$ cat src/cle_pkg.sv
// shared types, codes and constants for the cursor line edit buffer
// no dependencies; compiled first

package cle_pkg;

	localparam int DEF_BUF_DEPTH = 1024;

	// fixed field widths
	localparam int OP_W  = 2;
	localparam int KEY_W = 8;
	localparam int IDX_W = 10;
	localparam int OUT_W = 11;

	// operation codes
	localparam logic [OP_W-1:0] OP_KEY   = 2'd0;
	localparam logic [OP_W-1:0] OP_READ  = 2'd1;
	localparam logic [OP_W-1:0] OP_CLEAR = 2'd2;

	// editing keys
	localparam logic [KEY_W-1:0] KEY_HOME   = 8'h2D;
	localparam logic [KEY_W-1:0] KEY_END    = 8'h2B;
	localparam logic [KEY_W-1:0] KEY_RIGHT  = 8'h2A;
	localparam logic [KEY_W-1:0] KEY_DELETE = 8'h33;

	typedef enum logic [2:0] {
		KK_HOME,
		KK_END,
		KK_RIGHT,
		KK_DELETE,
		KK_INSERT
	} key_kind_t;

	typedef enum logic [2:0] {
		S_IDLE,
		S_DECODE,
		S_RDWAIT,
		S_SHIFT,
		S_DRAIN,
		S_WKEY,
		S_DONE
	} state_t;

	// controller to datapath
	typedef struct packed {
		logic capture;
		logic clr_res;
		logic set_ovf;
		logic rd_idx;
		logic cap_rd;
		logic init_ins;
		logic init_del;
		logic step;
		logic drain;
		logic write_key;
		logic cur_home;
		logic cur_end;
		logic cur_right;
		logic len_dec;
		logic ins_commit;
		logic clear_line;
	} cle_cmd_t;

	// datapath to controller
	typedef struct packed {
		logic [OP_W-1:0] op;
		key_kind_t       key_kind;
		logic            full;
		logic            cur_at_end;
		logic            tail_one;
		logic            idx_in;
		logic            shift_last;
	} cle_stat_t;

	function automatic key_kind_t classify_key(input logic [KEY_W-1:0] k);
		key_kind_t kk;
		unique case (k)
			KEY_HOME:   kk = KK_HOME;
			KEY_END:    kk = KK_END;
			KEY_RIGHT:  kk = KK_RIGHT;
			KEY_DELETE: kk = KK_DELETE;
			default:    kk = KK_INSERT;
		endcase
		return kk;
	endfunction

endpackage

$ cat src/cle_ctrl.sv
// controller state machine of the line edit buffer
// depends on cle_pkg

module cle_ctrl (
	input  logic                clk,
	input  logic                arst_n,
	input  logic                start,
	input  cle_pkg::cle_stat_t  stat,
	output cle_pkg::cle_cmd_t   cmd,
	output logic                busy,
	output logic                done
);

	import cle_pkg::*;

	state_t state_q;
	state_t state_d;

	always_ff @(posedge clk or negedge arst_n) begin
		if (!arst_n) begin
			state_q <= S_IDLE;
		end else begin
			state_q <= state_d;
		end
	end

	// next state
	always_comb begin
		state_d = state_q;
		unique case (state_q)
			S_IDLE: begin
				if (start) state_d = S_DECODE;
			end
			S_DECODE: begin
				state_d = S_DONE;
				unique case (stat.op)
					OP_KEY: begin
						if (stat.key_kind == KK_DELETE) begin
							if (!stat.cur_at_end && !stat.tail_one) state_d = S_SHIFT;
						end else if (stat.key_kind == KK_INSERT && !stat.full) begin
							state_d = stat.cur_at_end ? S_WKEY : S_SHIFT;
						end
					end
					OP_READ: begin
						if (stat.idx_in) state_d = S_RDWAIT;
					end
					default: state_d = S_DONE;
				endcase
			end
			S_RDWAIT: state_d = S_DONE;
			S_SHIFT: begin
				if (stat.shift_last) state_d = S_DRAIN;
			end
			S_DRAIN: state_d = (stat.key_kind == KK_DELETE) ? S_DONE : S_WKEY;
			S_WKEY:  state_d = S_DONE;
			S_DONE:  state_d = S_IDLE;
			default: state_d = S_IDLE;
		endcase
	end

	// outputs
	always_comb begin
		cmd  = '0;
		busy = (state_q != S_IDLE);
		done = (state_q == S_DONE);
		unique case (state_q)
			S_IDLE: cmd.capture = start;
			S_DECODE: begin
				cmd.clr_res = 1'b1;
				unique case (stat.op)
					OP_KEY: begin
						unique case (stat.key_kind)
							KK_HOME:  cmd.cur_home = 1'b1;
							KK_END:   cmd.cur_end  = 1'b1;
							KK_RIGHT: cmd.cur_right = !stat.cur_at_end;
							KK_DELETE: begin
								if (!stat.cur_at_end) begin
									if (stat.tail_one) cmd.len_dec = 1'b1;
									else cmd.init_del = 1'b1;
								end
							end
							KK_INSERT: begin
								if (stat.full) cmd.set_ovf = 1'b1;
								else if (!stat.cur_at_end) cmd.init_ins = 1'b1;
							end
							default: cmd.clr_res = 1'b1;
						endcase
					end
					OP_READ:  cmd.rd_idx = stat.idx_in;
					OP_CLEAR: cmd.clear_line = 1'b1;
					default:  cmd.clr_res = 1'b1;
				endcase
			end
			S_RDWAIT: cmd.cap_rd = 1'b1;
			S_SHIFT:  cmd.step = 1'b1;
			S_DRAIN: begin
				cmd.drain   = 1'b1;
				cmd.len_dec = (stat.key_kind == KK_DELETE);
			end
			S_WKEY: begin
				cmd.write_key  = 1'b1;
				cmd.ins_commit = 1'b1;
			end
			S_DONE:  cmd = '0;
			default: cmd = '0;
		endcase
	end

`ifndef NO_ASSERTIONS
	a_done_frees: assert property (@(posedge clk) disable iff (!arst_n)
		done |=> !busy) else $error("block still busy after result strobe");
	a_accept_busy: assert property (@(posedge clk) disable iff (!arst_n)
		(start && !busy) |=> (busy && !done)) else $error("accepted item not taken up");
`endif

endmodule

$ cat config.mk
export PLATFORM = sky130hd
export DESIGN_NAME = cle_ctrl
export DESIGN_NICKNAME = d
export VERILOG_FILES = /design/src/cle_pkg.sv /design/src/cle_ctrl.sv
export SDC_FILE = /design/constraint.sdc
export NUM_CORES = 1
export LEC_CHECK = 0
export ABC_AREA = 1
export BUFFER_PORTS_ARGS = -buffer_cell sky130_fd_sc_hd__buf_2
export CORE_AREA = 2 2 39 41
export CTS_BUF_LIST = sky130_fd_sc_hd__clkbuf_8
export CTS_CLUSTER_SIZE = 20
export DETAILED_ROUTE_END_ITERATION = 8
export DIE_AREA = 0 0 41 43
export PLACE_DENSITY = 0.65
export SLEW_MARGIN = 20
export SYNTH_ARGS = -nofsm -noshare
export SYNTH_HDL_FRONTEND = slang
export SYNTH_SLANG_ARGS = --single-unit
$ cat constraint.sdc
create_clock -name clk -period 3.4 [get_ports clk]
set_clock_uncertainty 0.05 [all_clocks]
set_input_delay 0.17 -clock clk [delete_from_list [all_inputs] [get_ports clk]]
set_output_delay 0.17 -clock clk [all_outputs]
set_load 0.005 [all_outputs]
==> key figures <==
Worst setup path
  – Startpoint type of the worst setup path: flop
  – Reg2Reg Setup Slack: 2180 ps
  – Origin of the critical flop-to-flop path: state_q[2]
  – WS Path Type: reg -> out
  – Worst-path maximum fanout: 7
  – Required @ worst endpoint: 3180 ps
  – Reg2reg end: state_q[0]
  – Arrival time worst endpoint: 1440 ps
  – CP Capture Type: output port
  – R2R depth: 7

Detailed routing
  – ANT nets after route: 0
  – Met2 WL post-DR: 613 um
  – Residual DRC count: 0
  – Drt first pass iters: 4
  – WL final: 1.17 mm
  – Vias: 577
  – Iter 0 DRT Violations: 10
  – Vias per std cell: 4.62
  – DR WL/cell: 9.37 um
  – Metal-1 WL: 500 um
  – Top Metal Used: met3
  – Met3 wire length: 57 um

Yosys
  – Most frequent cells after synthesis: nand2_1 (15), inv_1 (11), nand3_1 (10)
  – Syn Inst Count: 75
  – Post-synthesis cell type count: 20
  – Syn Nets: 88
  – Post-synthesis sequential area ratio: 0.179
  – Synth Flop Type: dfrtp_1
  – Mapped Area: 419 sq um
  – Share of the synthesized area in the top cell type: 0.179
  – #FFs+latches synth: 3
  – Area leader, netlist: dfrtp_1
  – Synthesis Warnings: 0
  – Avg Cell Area, Syn: 5.59 sq um
  – Post-synth EDFFs: 0
  – Top post-synthesis cells by area: dfrtp_1 (18%), nand2_1 (13%), nand3_1 (12%), inv_1 (9.9%), nor2_1 (8.1%)
  – Ys async rst share: 1.00
  – Most frequent cell after synthesis: nand2_1

CTS
  – CTS root buffer: clkbuf_8
  – CTS tree: done
  – H-tree levels: 1
  – Longest Clk Path Bufs: 2
  – Num Clock Sinks: 3
  – Worst-Skew Late Latency: 210 ps
  – Clk slew on worst S/H paths: 30 ps
  – # resized after CTS: 0
  – CTS buffer count: 3

Placement
  – Pre-CTS WS: 1950 ps
  – GP Congestion: 0.791
  – Detailed Place HPWL: 1.01 mm
  – PortBufs: 30

Cells and area
  – FILL cells: 149
  – Share of cells above drive strength 1: 0.404
  – Max FFs per register: 3
  – Largest registers: state_q x3
  – Final core occ: 0.460
  – Layout area overhead: 51.9%
  – Final net count: 123
  – Biggest register: state_q
  – N_diodes: 0

GRT
  – GRT Resource Usage Total: 0.150
  – Initial antenna violation count: 0
  – Largest net degree at the start of global routing: 8
  – Vias in the first global route: 456
  – First-pass GRT wire length: 1.81 mm
  – Grt ovf: 0

Timing
  – Number of setup violations in the final report: 0
  – Slew Limit Fails: 0
  – Hold Fails Final Rpt: 0
  – Worst Tran Pin Value: 252 ps
  – Crit share post-route: 0.488
  – Fin crit period: 1660 ps
  – Setup TNS: 0 ps
  – Final worst setup slack: 1740 ps
  – Slew headroom: 0.832
  – RSZ-0062 raised after global routing: false
  – Max Freq: 603 MHz

Pwr
  – P per Cell Area: 602 mW/mm^2
  – Peak supply drop: 0.287 mV
  – Power Total: 384 uW
  – Pleak: 0.386 nW

Floorplan
  – Top-Level Pins: 31
  – Die span in x: 41 um
  – FP Rows: 14
  – Core ar.: 0.00138 sq mm
  – Die Y: 43 um
  – Die area: 0.00176 sq mm
  – Initial Util: 0.303

Status
  – Status: finished clean

Hold path
  – WHS Endpoint: state_q[0]
  – Hold Crit Start: stat[0]
  – Type of the tightest min-delay check: in -> reg
  – Hold Path Depth: 4

Job
  – Maxcap violations: 0
## worst max-delay path, cell delays in order (launching register included)
cell and delay (ps):
dfrtp_1 420, inv_2 140, nand3_2 140, nor2_2 140, inv_2 80, nor4_1 150
buf_2 150
## where the power goes
group	leakage [nW]	total, mW	internal, mW	switching, mW
clock	0.0269	0.0981	0.0767	0.0214
combinational	0.323	0.198	0.0811	0.117
sequential	0.0364	0.0872	0.0546	0.0326
## kinds of logic after synthesis
logic type / after synthesis / synth area share
buffers and inverters: 17 / 0.161
AOI/OAI and AO/OA: 7 / 0.0866
DFF: 3 / 0.179
and+or+nand+nor: 48 / 0.573
## stage by stage
step / cell area (sq um) / hold WS (ps) / std cells
5_1_grt: 637 / 243 / 125
2_1_floorplan: 419 / -176 / 75
3_3_place_gp: 582 / -82.0 / 120
4_1_cts: 637 / 203 / 125
3_5_place_dp: 582 / -77.0 / 120
6_report: 637 / 207 / 125
## what timing repair did
action                                 in CTS  in global routing
hold buffers                                1                  0
endpoints found under the hold margin       3                  0
buffers inserted                            0                  0
## worst max path at each step
stage	start	end	slack, ps	depth (start not counted)
floorplan	state_q[2]	cmd[4]	2140	5
global placement	state_q[2]	cmd[4]	2020	6
detailed placement	state_q[2]	cmd[5]	1950	6
CTS	state_q[2]	cmd[5]	1720	6
global route	state_q[2]	cmd[4]	1620	6
finish	state_q[2]	cmd[4]	1740	6
## layout by cell type, fill, tap and decap left out
cell type | Yosys | routed
nor3_1 | 4 | 4
nor2_4 | 1 | 1
o21ai_1 | 1 | 1
a21oi_1 | 3 | 3
nand3b_1 | 1 | 1
nand2_1 | 15 | 15
dfrtp_1 | 3 | 3
nor3_2 | 2 | 2
nand2_2 | 1 | 1
nand3_2 | 1 | 1
dlygate4sd3_1 | 0 | 1
buf_2 | 0 | 30
nor2_1 | 9 | 9
inv_1 | 11 | 12
nand3_1 | 10 | 10
clkbuf_8 | 0 | 3
inv_2 | 5 | 5
nor2_2 | 1 | 1
o21ai_0 | 2 | 2
nor4_1 | 2 | 2
nand4_1 | 1 | 1
a31oi_1 | 1 | 1
## layout make-up
| type | instances | area, sq um | area share |
|---|---|---|---|
| sequential | 3 | 75.1 | 0.118 |
| timing repair buffer | 31 | 160 | 0.251 |
| clock inverter | 1 | 3.75 | 0.00589 |
| multi-input combinational | 55 | 277 | 0.434 |
| tap | 16 | 20.0 | 0.0314 |
| clock buffer | 3 | 41.3 | 0.0648 |
| inverter | 16 | 60.1 | 0.0943 |
## routing by layer
layer | vias to the layer above | global-route usage
met2 | 16 | 0.241
met4 | 0 | 0.0400
met5 | - | 0
li1 | 313 | -
met3 | 0 | 0.0314
met1 | 248 | 0.194
Note: power is estimated with default switching activity, not from simulation.
